## src/rtl/tftp_session_sequencer_core_macros.svh

```systemverilog
`ifndef TFTP_SESSION_SEQUENCER_CORE_MACROS_SVH
`define TFTP_SESSION_SEQUENCER_CORE_MACROS_SVH

// Antecedent and consequent hold in the same cycle.
`define TSS_ASSERT_SAME(label, ante, cons, msg) \
    label: assert property (@(posedge clk) disable iff (!rst_n) (ante) |-> (cons)) \
        else $error(msg);

// Consequent holds in the cycle after the antecedent.
`define TSS_ASSERT_NEXT(label, ante, cons, msg) \
    label: assert property (@(posedge clk) disable iff (!rst_n) (ante) |=> (cons)) \
        else $error(msg);

`endif

```

## src/rtl/tss_pkg.sv

```systemverilog
package tss_pkg;

    localparam int unsigned BLOCK_BYTES = 512;
    localparam int unsigned LEN_W       = 10;
    localparam int unsigned BLK_W       = 16;

    localparam logic [LEN_W-1:0] BLOCK_LEN  = LEN_W'(BLOCK_BYTES);
    localparam logic [LEN_W-1:0] HDR_LEN    = LEN_W'(4);
    localparam logic [LEN_W-1:0] ERR_LEN    = LEN_W'(28);
    localparam logic [BLK_W-1:0] ERR_ILLEGAL = BLK_W'(4);

    // Item kinds.
    localparam logic [1:0] KIND_OPEN_READ  = 2'd0;
    localparam logic [1:0] KIND_OPEN_WRITE = 2'd1;
    localparam logic [1:0] KIND_PACKET     = 2'd2;
    localparam logic [1:0] KIND_TICK       = 2'd3;

    // Received opcodes.
    localparam logic [15:0] RX_RRQ   = 16'd1;
    localparam logic [15:0] RX_WRQ   = 16'd2;
    localparam logic [15:0] RX_DATA  = 16'd3;
    localparam logic [15:0] RX_ACK   = 16'd4;
    localparam logic [15:0] RX_ERROR = 16'd5;

    // Transmitted opcodes.
    localparam logic [2:0] TX_NONE  = 3'd0;
    localparam logic [2:0] TX_DATA  = 3'd3;
    localparam logic [2:0] TX_ACK   = 3'd4;
    localparam logic [2:0] TX_ERROR = 3'd5;

    // Session modes.
    localparam logic [1:0] MODE_IDLE  = 2'd0;
    localparam logic [1:0] MODE_READ  = 2'd1;
    localparam logic [1:0] MODE_WRITE = 2'd2;

    // Session end codes.
    localparam logic [1:0] END_NONE  = 2'd0;
    localparam logic [1:0] END_DONE  = 2'd1;
    localparam logic [1:0] END_ABORT = 2'd2;

    localparam logic [15:0] TIMEOUT_RESET = 16'd1000;

    typedef struct packed {
        logic [1:0]       kind;
        logic [15:0]      opcode;
        logic [BLK_W-1:0] block_number;
        logic [LEN_W-1:0] packet_len;
        logic [LEN_W-1:0] chunk_len;
    } tss_item_t;

    typedef struct packed {
        logic [1:0]       mode;
        logic [BLK_W-1:0] block_count;
        logic             file_ended;
        logic [LEN_W-1:0] last_len;
        logic [15:0]      elapsed;
    } tss_state_t;

    typedef struct packed {
        logic             send;
        logic [2:0]       out_opcode;
        logic [BLK_W-1:0] out_block;
        logic [LEN_W-1:0] out_len;
        logic             store_valid;
        logic [LEN_W-1:0] store_len;
        logic             chunk_taken;
        logic [1:0]       session_end;
    } tss_result_t;

endpackage

```

## src/rtl/tss_step.sv

```systemverilog
module tss_step
    import tss_pkg::*;
(
    input  tss_state_t  state,
    input  tss_item_t   item,
    input  logic [15:0] timeout,
    output tss_state_t  state_next,
    output logic        res_valid,
    output tss_result_t res
);

    logic [LEN_W-1:0] chunk_clamped;
    logic [LEN_W-1:0] pay_raw;
    logic [LEN_W-1:0] payload;
    logic [15:0]      elapsed_inc;
    logic [15:0]      limit;
    logic [BLK_W-1:0] block_inc;

    assign chunk_clamped = (item.chunk_len > BLOCK_LEN) ? BLOCK_LEN : item.chunk_len;
    assign pay_raw       = item.packet_len - HDR_LEN;
    assign payload       = (item.packet_len < HDR_LEN) ? '0 :
                           ((pay_raw > BLOCK_LEN) ? BLOCK_LEN : pay_raw);
    assign elapsed_inc   = (state.elapsed == 16'hFFFF) ? state.elapsed
                                                        : state.elapsed + 16'd1;
    assign limit         = (timeout == 16'd0) ? 16'd1 : timeout;
    assign block_inc     = state.block_count + BLK_W'(1);

    always_comb
    begin
        state_next = state;
        res_valid  = 1'b0;
        res        = '0;

        unique case (item.kind)
            KIND_OPEN_READ:
            begin
                state_next.mode        = MODE_READ;
                state_next.block_count = BLK_W'(1);
                state_next.file_ended  = (chunk_clamped < BLOCK_LEN);
                state_next.last_len    = HDR_LEN + chunk_clamped;
                state_next.elapsed     = '0;
                res_valid              = 1'b1;
                res.send               = 1'b1;
                res.out_opcode         = TX_DATA;
                res.out_block          = BLK_W'(1);
                res.out_len            = HDR_LEN + chunk_clamped;
                res.chunk_taken        = 1'b1;
            end
            KIND_OPEN_WRITE:
            begin
                state_next.mode        = MODE_WRITE;
                state_next.block_count = '0;
                state_next.file_ended  = 1'b0;
                state_next.last_len    = HDR_LEN;
                state_next.elapsed     = '0;
                res_valid              = 1'b1;
                res.send               = 1'b1;
                res.out_opcode         = TX_ACK;
                res.out_len            = HDR_LEN;
            end
            KIND_TICK:
            begin
                if (state.mode != MODE_IDLE)
                begin
                    if (elapsed_inc < limit)
                    begin
                        state_next.elapsed = elapsed_inc;
                    end
                    else
                    begin
                        // Timeout: resend the last packet of this session.
                        state_next.elapsed = '0;
                        res_valid          = 1'b1;
                        res.send           = 1'b1;
                        res.out_opcode     = (state.mode == MODE_READ) ? TX_DATA : TX_ACK;
                        res.out_block      = state.block_count;
                        res.out_len        = state.last_len;
                    end
                end
            end
            KIND_PACKET:
            begin
                if (state.mode != MODE_IDLE)
                begin
                    priority if (item.opcode == RX_RRQ || item.opcode == RX_WRQ)
                    begin
                        state_next.mode = MODE_IDLE;
                        res_valid       = 1'b1;
                        res.send        = 1'b1;
                        res.out_opcode  = TX_ERROR;
                        res.out_block   = ERR_ILLEGAL;
                        res.out_len     = ERR_LEN;
                        res.session_end = END_ABORT;
                    end
                    else if (item.opcode == RX_DATA)
                    begin
                        if (state.mode != MODE_WRITE)
                        begin
                            state_next.mode = MODE_IDLE;
                            res_valid       = 1'b1;
                            res.send        = 1'b1;
                            res.out_opcode  = TX_ERROR;
                            res.out_block   = ERR_ILLEGAL;
                            res.out_len     = ERR_LEN;
                            res.session_end = END_ABORT;
                        end
                        else if (item.block_number == block_inc)
                        begin
                            state_next.block_count = item.block_number;
                            state_next.last_len    = HDR_LEN;
                            state_next.elapsed     = '0;
                            res_valid              = 1'b1;
                            res.send               = 1'b1;
                            res.out_opcode         = TX_ACK;
                            res.out_block          = item.block_number;
                            res.out_len            = HDR_LEN;
                            res.store_valid        = 1'b1;
                            res.store_len          = payload;
                            // A short block is the last one of the file.
                            if (payload < BLOCK_LEN)
                            begin
                                state_next.mode = MODE_IDLE;
                                res.session_end = END_DONE;
                            end
                        end
                    end
                    else if (item.opcode == RX_ACK)
                    begin
                        if (state.mode != MODE_READ)
                        begin
                            state_next.mode = MODE_IDLE;
                            res_valid       = 1'b1;
                            res.send        = 1'b1;
                            res.out_opcode  = TX_ERROR;
                            res.out_block   = ERR_ILLEGAL;
                            res.out_len     = ERR_LEN;
                            res.session_end = END_ABORT;
                        end
                        else if (item.block_number == state.block_count)
                        begin
                            res_valid = 1'b1;
                            if (state.file_ended)
                            begin
                                state_next.mode = MODE_IDLE;
                                res.session_end = END_DONE;
                            end
                            else
                            begin
                                state_next.block_count = block_inc;
                                state_next.file_ended  = (chunk_clamped < BLOCK_LEN);
                                state_next.last_len    = HDR_LEN + chunk_clamped;
                                state_next.elapsed     = '0;
                                res.send               = 1'b1;
                                res.out_opcode         = TX_DATA;
                                res.out_block          = block_inc;
                                res.out_len            = HDR_LEN + chunk_clamped;
                                res.chunk_taken        = 1'b1;
                            end
                        end
                    end
                    else if (item.opcode == RX_ERROR)
                    begin
                        state_next.mode = MODE_IDLE;
                        res_valid       = 1'b1;
                        res.session_end = END_ABORT;
                    end
                    else
                    begin
                        // Unknown opcodes leave the session as it is.
                        res_valid = 1'b0;
                    end
                end
            end
            default:
            begin
                state_next = state;
            end
        endcase
    end

endmodule

```

## src/rtl/tftp_session_sequencer_core.sv

```systemverilog
// Channel  Handshake                    Words carried
// in       in_valid / in_ready          kind, opcode, block_number, packet_len, chunk_len
// out      out_valid / out_ready        send, out_opcode, out_block, out_len,
//                                       store_valid, store_len, chunk_taken, session_end
// cfg      cfg_valid / cfg_ready        cfg_data (resend timeout, always ready)
//
// One input word per cycle is sustained while the result is not stalled; a word is held in the
// input stage register, then its result, if any, is registered in the result register.
// The session update is one pass of compare and increment logic on the stage register.
// Reset clears the session to idle and sets the resend timeout to 1000 ticks.
// A stalled result holds the stage; one more input word is still taken into an empty stage.
module tftp_session_sequencer_core
    import tss_pkg::*;
(
    input  logic             clk,
    input  logic             rst_n,

    input  logic             in_valid,
    output logic             in_ready,
    input  logic [1:0]       kind,
    input  logic [15:0]      opcode,
    input  logic [BLK_W-1:0] block_number,
    input  logic [LEN_W-1:0] packet_len,
    input  logic [LEN_W-1:0] chunk_len,

    output logic             out_valid,
    input  logic             out_ready,
    output logic             send,
    output logic [2:0]       out_opcode,
    output logic [BLK_W-1:0] out_block,
    output logic [LEN_W-1:0] out_len,
    output logic             store_valid,
    output logic [LEN_W-1:0] store_len,
    output logic             chunk_taken,
    output logic [1:0]       session_end,

    input  logic             cfg_valid,
    output logic             cfg_ready,
    input  logic [15:0]      cfg_data
);

    logic        stage_valid_reg;
    tss_item_t   stage_item_reg;
    tss_state_t  state_reg;
    tss_state_t  state_next;
    logic [15:0] timeout_reg;
    logic        out_valid_reg;
    tss_result_t out_reg;
    logic        res_valid;
    tss_result_t res;
    logic        advance;
    logic        in_fire;

    // The stage moves on when the result register is empty or being emptied.
    assign advance   = stage_valid_reg && (!out_valid_reg || out_ready);
    assign in_ready  = !stage_valid_reg || advance;
    assign in_fire   = in_valid && in_ready;
    assign cfg_ready = 1'b1;

    tss_step u_step (
        .state      (state_reg),
        .item       (stage_item_reg),
        .timeout    (timeout_reg),
        .state_next (state_next),
        .res_valid  (res_valid),
        .res        (res)
    );

    always_ff @(posedge clk or negedge rst_n)
    begin
        if (!rst_n)
        begin
            stage_valid_reg <= 1'b0;
            out_valid_reg   <= 1'b0;
            state_reg       <= '0;
            timeout_reg     <= TIMEOUT_RESET;
        end
        else
        begin
            if (in_fire)
            begin
                stage_valid_reg <= 1'b1;
            end
            else if (advance)
            begin
                stage_valid_reg <= 1'b0;
            end

            if (advance)
            begin
                state_reg     <= state_next;
                out_valid_reg <= res_valid;
            end
            else if (out_ready)
            begin
                out_valid_reg <= 1'b0;
            end

            if (cfg_valid && cfg_ready)
            begin
                timeout_reg <= cfg_data;
            end
        end
    end

    always_ff @(posedge clk)
    begin
        if (in_fire)
        begin
            stage_item_reg <= '{kind: kind, opcode: opcode, block_number: block_number,
                                packet_len: packet_len, chunk_len: chunk_len};
        end
        if (advance && res_valid)
        begin
            out_reg <= res;
        end
    end

    assign out_valid   = out_valid_reg;
    assign send        = out_reg.send;
    assign out_opcode  = out_reg.out_opcode;
    assign out_block   = out_reg.out_block;
    assign out_len     = out_reg.out_len;
    assign store_valid = out_reg.store_valid;
    assign store_len   = out_reg.store_len;
    assign chunk_taken = out_reg.chunk_taken;
    assign session_end = out_reg.session_end;

`include "tftp_session_sequencer_core_macros.svh"

    `TSS_ASSERT_NEXT(a_stage_holds, stage_valid_reg && !advance, stage_valid_reg, "stage word lost while stalled")
    `TSS_ASSERT_NEXT(a_end_goes_idle, advance && res_valid && res.session_end != END_NONE, state_reg.mode == MODE_IDLE, "session ended but mode not idle")
    `TSS_ASSERT_SAME(a_abort_clean, out_valid_reg && out_reg.session_end == END_ABORT, !out_reg.store_valid && !out_reg.chunk_taken, "abort result carries store or chunk")

endmodule
```

## config.mk

```make
export PLATFORM = sky130hd
export DESIGN_NAME = tftp_session_sequencer_core
export DESIGN_NICKNAME = d
export VERILOG_FILES = /design/src/rtl/tss_pkg.sv /design/src/rtl/tss_step.sv /design/src/rtl/tftp_session_sequencer_core.sv
export VERILOG_INCLUDE_DIRS = /design/src /design/src/rtl
export SDC_FILE = /design/constraint.sdc
export NUM_CORES = 1
export LEC_CHECK = 0
export BUFFER_PORTS_ARGS = -buffer_cell sky130_fd_sc_hd__buf_4
export CAP_MARGIN = 20
export CORE_AREA = 2 2 158 160
export DETAILED_ROUTE_END_ITERATION = 8
export DIE_AREA = 0 0 160 162
export SLEW_MARGIN = 30
export SYNTH_ARGS = -nofsm -noshare
export SYNTH_HDL_FRONTEND = slang
export SYNTH_HIERARCHICAL = 1
export SYNTH_SLANG_ARGS = --single-unit
```

## constraint.sdc

```tcl
create_clock -name clk -period 6.7 [get_ports clk]
set_input_delay 0.335 -clock clk [delete_from_list [all_inputs] [get_ports clk]]
set_output_delay 0.335 -clock clk [all_outputs]
set_load 0.1 [all_outputs]
```

* After elaboration in Yosys (flattened, before gate mapping)
Index checks and enable logic that the tools add are counted.
** Storage, ports and cells
- Register bits after elaboration :: 161
- Bits of input ports :: 75
- Logic and storage cells :: 175
** Cells by class
- Magnitude comparators :: 6
- Mux-type cells :: 84
- Bitwise logic cells :: 4
- Equal/unequal tests :: 32
- Reduce and logical (&&, ||, !) cells :: 23
- Add/sub/neg operators :: 4
** Operators by type and width (number)
- 45-bit 2-to-1 mux :: 8
- 30-bit 2-to-1 mux :: 9
- 43-bit 2-to-1 mux :: 4
- 16-bit case mux with 3 select lines :: 2
- 29-bit case mux with 3 select lines :: 1
- 16-bit 2-to-1 mux :: 5
- 26-bit 2-to-1 mux :: 3
- 44-bit 2-to-1 mux :: 1
- 41-bit 2-to-1 mux :: 1
- 10-bit case mux with 4 select lines :: 1
- 18-bit 2-to-1 mux :: 2
- 16-bit by 1-bit adder with 16-bit output, second input constant :: 2
- 16-bit equality test :: 2
- 16-bit by 2-bit equality test with 1-bit output, second input constant :: 2
- 16-bit by 3-bit equality test with 1-bit output, second input constant :: 2
- 10-bit 2-to-1 mux :: 3
- 2-bit 2-to-1 mux :: 13
- 1-bit 2-to-1 mux :: 23
- 11-bit 2-to-1 mux :: 2
- 10-bit > comparator, second input constant :: 2
- 10-bit less-than comparator, second input constant :: 2
- 10-bit AND reduction :: 2
- 16-bit by 1-bit equality test with 1-bit output, second input constant :: 1
- 16-bit equality test, second input constant :: 1
- other kinds (33) :: 59

* Logic depth before layout (Yosys ltp)
- Word-level depth :: 17
- Depth in mapped cells :: 20
- Mapped depth without buffers :: 17

* By module
Netlist, hierarchy kept.
** By module, submodules not included
- tftp_session_sequencer_core :: cells an instance 239, seq. area each 4526.8 µm², times used 1, area an instance 5489.0 µm²
- tss_step :: cells an instance 707, seq. area each 0.0 µm², times used 1, area an instance 4279.1 µm²

* Worst setup path after synthesis
OpenSTA, ideal clock, no wires.
- Kind :: register -> register
- Start point :: reg state_reg[4] in the netlist's numbering
- End point :: reg out_reg (netlist bit chunk_taken) (enable)
- Stages on the path, launching flop included :: 20
- Path slack :: 0.750 ns
- Required time :: 6.255 ns
- Arrival time :: 5.505 ns
- Library setup time :: 0.445 ns
- Path buffers :: 3
- Cell sequence :: dfrtp_1 buf_2 nand4_2 or4_1 or2_2 and3_1 clkbuf_1 nand4_1 xnor2_1 ha_1 nand4_1 nor3_1 o21ai_0 o21ai_1 and2_1 clkbuf_1 nor3_1 a21oi_1 nand2_1 nor2_1
** On the way
- Cells in the longest elaborated chain, start to end :: 7
- Elaborated cells on any way between the ends :: 8
** Ends and longest elaborated chain
- start: declaration :: line tftp_session_sequencer_core.sv:44 : tss_state_t state_reg;
- start signal: assignment :: line tftp_session_sequencer_core.sv:91 : state_reg <= state_next;
- 16-bit by 1-bit adder with 16-bit output / 16-bit equality test (equally long branches) :: line tss_step.sv:24, tss_step.sv:23
- 16-bit 2-to-1 mux (*) :: line tss_step.sv:23 : assign elapsed_inc = (state.elapsed == 16'hFFFF) ? state.elapsed
- 16-bit less-than comparator (*) :: line tss_step.sv:65 : if (elapsed_inc < limit)
- 1-bit 2-to-1 mux (*) :: line tss_step.sv:65
- 1-bit 2-to-1 mux (*) :: line tss_step.sv:63 : if (state.mode != MODE_IDLE)
- 1-bit case mux with 3 select lines (*) :: line tss_step.sv:34 : unique case (item.kind)
- named net res_valid :: line tftp_session_sequencer_core.sv:49 : logic res_valid;
- 1-bit logical AND (*) :: line tftp_session_sequencer_core.sv:113 : if (advance && res_valid)
- end signal: assignment :: line tftp_session_sequencer_core.sv:115 : out_reg <= res;
- end: declaration :: line tftp_session_sequencer_core.sv:48 : tss_result_t out_reg;
Mark *: on every way through the listed nets, which the timed path passes. The rest lies on a longest branch.
A chain may end at the register's enable or synchronous reset.

* Final worst setup path
- Start point :: reg state_reg[4] in the netlist's numbering
- End point :: reg out_reg (netlist bit out_block[1]) (enable)
The elaborated chain is that of the path after synthesis.

==> flow_summary.ini <==
[worst_setup_path]
arrival_ps = 5610
crit_path_start_kind = flop
path_cells = nand4_2 -> or4_1 -> or2_2 -> and3_1 -> nand4_1 -> xnor2_1 -> ha_1 -> nand4_1 -> nor3_1 -> o21ai_0 -> o21ai_1 -> and2_1 -> nor3_1 -> a21oi_1 -> nand2_1 -> nor2_4 -> buf_4
max_stage_delay_ps = 670
r2r_start = state_reg[4]$_DFFE_PN0P_
crit_slowest_cell = or4_1
critPathMaxFanout = 31
reg2reg_to = out_block[1]$_DFFE_PP_
r2r_slack_ps = 1170
rr_worst_depth = 17
end_kind = flop
crit_required_ps = 6780
crit_type = reg2reg
startpoint = state_reg[4]$_DFFE_PN0P_

[worst_hold_path]
min_from = block_number[9]
hold_class = in2reg
hold_depth = 1
hold_end = stage_item_reg[29]$_DFFE_PP_

[detailed_routing]
viasPerCell = 5.766
drt_iter0_markers = 760
ant_nets = 0
finalWirelength_um = 27350
drc_errors = 0
vias = 7998
first_pass_iters = 6
post_drt_wl_per_cell_um = 19.72

[clocking]
cts_buffers = 17
clockBufferDepth = 2
cts_tree = done
htreeDepth = 4
cts_root_buf = clkbuf_16
clk_latency_ps = 440
post_cts_buffers = 0
cts_sinks = 161
path_clk_slew_ps = 70

[power]
p_leak_nw = 4.658
switchingPower_mw = 0.8914
p_int_mw = 1.863
ir_worst_vdd_uv = 126.8
pwr-share-clk = 0.358
combPwrFrac = 0.200
seqPwrFrac = 0.441
power-per-cell-area_nw_per_um2 = 238.9
swShare = 0.3236

[placement]
gp_congestion = 0.9305
port_buffers = 120
hpwlAfterDp_um = 19120

[synth]
async_flop_share = 0.3913
syn_nets = 1042
yosys.area.top_type = edfxtp_1
yosys_warnings = 6
synth-seq-cells = 161
synth-edff-count = 98
synth.area.top_cells = edfxtp_1, dfrtp_1, mux2_4
synth_area_sq_um = 9768
syn_area_per_cell_sq_um = 10.33
yosysUniqueCellTypes = 82
netlist_instances = 946
yosysSeqAreaShare = 0.4634
synth.top_cell.area_share = 0.3013
synthFlopType = edfxtp_1

[sta]
relSlewSlack = 0.3265
hold_viol = 0
timing.hold.ws_ps = 67.81
period_minus_slack_ps = 5533
period_share = 0.8258
fmax_ghz = 0.1807
drv_slew = 0
fin_worst_skew_ps = 12.30
setup_viol = 0
rsz0062_at_grt = false
tightest_slew_ps = 1010
fin_setup_tns_ps = 0

[cells_and_area]
syn_to_final_growth_pct = 18.06
largest_reg_flops = 54
layout_commonest_cell = buf_4
finish.net_count = 1146
drive_gt1_frac = 0.2389
layout_common_cells = buf_4, edfxtp_1, nor2_1
diodes = 0

[global_route]
grt_pass1_vias = 7714
grt_max_degree = 64
antenna_found_initial = 0
grt-ovfl-total = 0
grt_pass1_wl_um = 42900
grt_usage = 0.2114

[flow_run]
max_cap_violations = 0

[floorplanning]
rows = 57
core-area_sq_um = 24110
initial_core_util = 0.4052
die_area_sq_um = 25920
die_h_um = 162
boundaryPins = 122
die_x_um = 160

[status]
status = completed
==> through the flow <==
stage / std cells / util / total power, mW / setup WS, ps / area, sq um
after floorplan: 946 / - / 1.610 / 749.6 / 9768
after global placement: 1354 / 0.4529 / 1.777 / 1516 / 10920
after detailed placement: 1354 / 0.4532 / 1.782 / 1351 / 10930
after CTS: 1386 / 0.4776 / 2.772 / 1274 / 11510
after global routing: 1387 / 0.4784 / 2.868 / 816.4 / 11530
final: 1387 / 0.4784 / 2.755 / 1167 / 11530
==> worst max-delay path by stage <==
stage	endpoint	slack, ps
2_1_floorplan	chunk_taken$_DFFE_PP_	750
3_3_place_gp	out_block[1]$_DFFE_PP_	1520
3_5_place_dp	out_len[1]$_DFFE_PP_	1350
4_1_cts	out_len[5]$_DFFE_PP_	1270
5_1_grt	out_block[3]$_DFFE_PP_	820
6_report	out_block[1]$_DFFE_PP_	1170
==> metal layers <==
| metal | global-route usage | share of wire | vias up | routed length [um] |
|---|---|---|---|---|
| met4 | 0.08436 | 0.030 | 0 | 814 |
| met3 | 0.03294 | 0.062 | 68 | 1693 |
| li1 | - | - | 3732 | - |
| met2 | 0.3386 | 0.47 | 331 | 12720 |
| met5 | 0 | 0 | - | 0 |
| met1 | 0.2890 | 0.44 | 3867 | 12120 |
==> cells by family (layout without fill, tap and decap cells) <==
| logic type | after synthesis | count (layout) | share of synthesized area |
|---|---|---|---|
| flops | 161 | 161 | 0.4634 |
| mux | 64 | 64 | 0.08890 |
| simple gates | 329 | 329 | 0.1784 |
| other cells | 1 | 1 | 0.0003839 |
| compound gates | 223 | 223 | 0.1470 |
| xor+xnor | 59 | 59 | 0.05431 |
| buf+inv | 88 | 205 | 0.04060 |
| fa+ha+maj | 21 | 21 | 0.02690 |
==> critical path, delay by kind of cell (launching register included) <==
family / cells / cell delay (ps)
simple gates: 11 / 3000
compound gates: 3 / 710
flops: 1 / 550
xor+xnor: 1 / 110
buf+inv: 1 / 480
fa+ha+maj: 1 / 310
==> power by group through the flow <==
stage                     clock network [mW]  registers [mW]  logic [mW]
after global placement                     0            1.23       0.542
after CTS                               1.01            1.22       0.548
after global routing                    1.05            1.23       0.591
after floorplan                            0            1.33       0.276
final                                  0.987            1.22       0.552
after detailed placement                   0            1.23       0.547
==> cell type report <==
cell class,count,area (sq um)
clock inverter,14,147.6
clock buffer,18,439.2
tap,324,405.4
sequential,161,4527
timing repair buffer,129,974.7
fill,2301,12570
inverter,44,165.2
multi-input combinational,697,4873
==> cells in the mapped netlist (all sizes together), types with 3 or more instances <==
library cell and number:
a21o 13, a32oi 5, a211o 6, o21a 9, dfstp 6, a22oi 11, a31oi 8, ha 21
o2bb2ai 4, a211oi 9, xnor2 41, a311o 3, nor3b 3, nor2b 11, dfrtp 57, nand2 72
buf 27, a22o 6, nor4b 4, nand4 24, o221ai 3, o21ai 67, a41oi 4, nand2b 6
o31ai 3, or2 4, clkbuf 17, and2 10, and4 4, o22ai 4, or3 9, nor3 28
edfxtp 98, nor4 19, a21oi 51, inv 43, nor2 80, and3 8, mux2 62, xor2 17
nand3 36, nand3b 3
==> repair_timing <==
item,4_1_cts,5_1_grt
hold endpoints to repair,0,57
endpoints found under the setup margin,0,0
hold buffers,0,1
gates resized for setup,0,0
(Power assumes the default switching activity.)
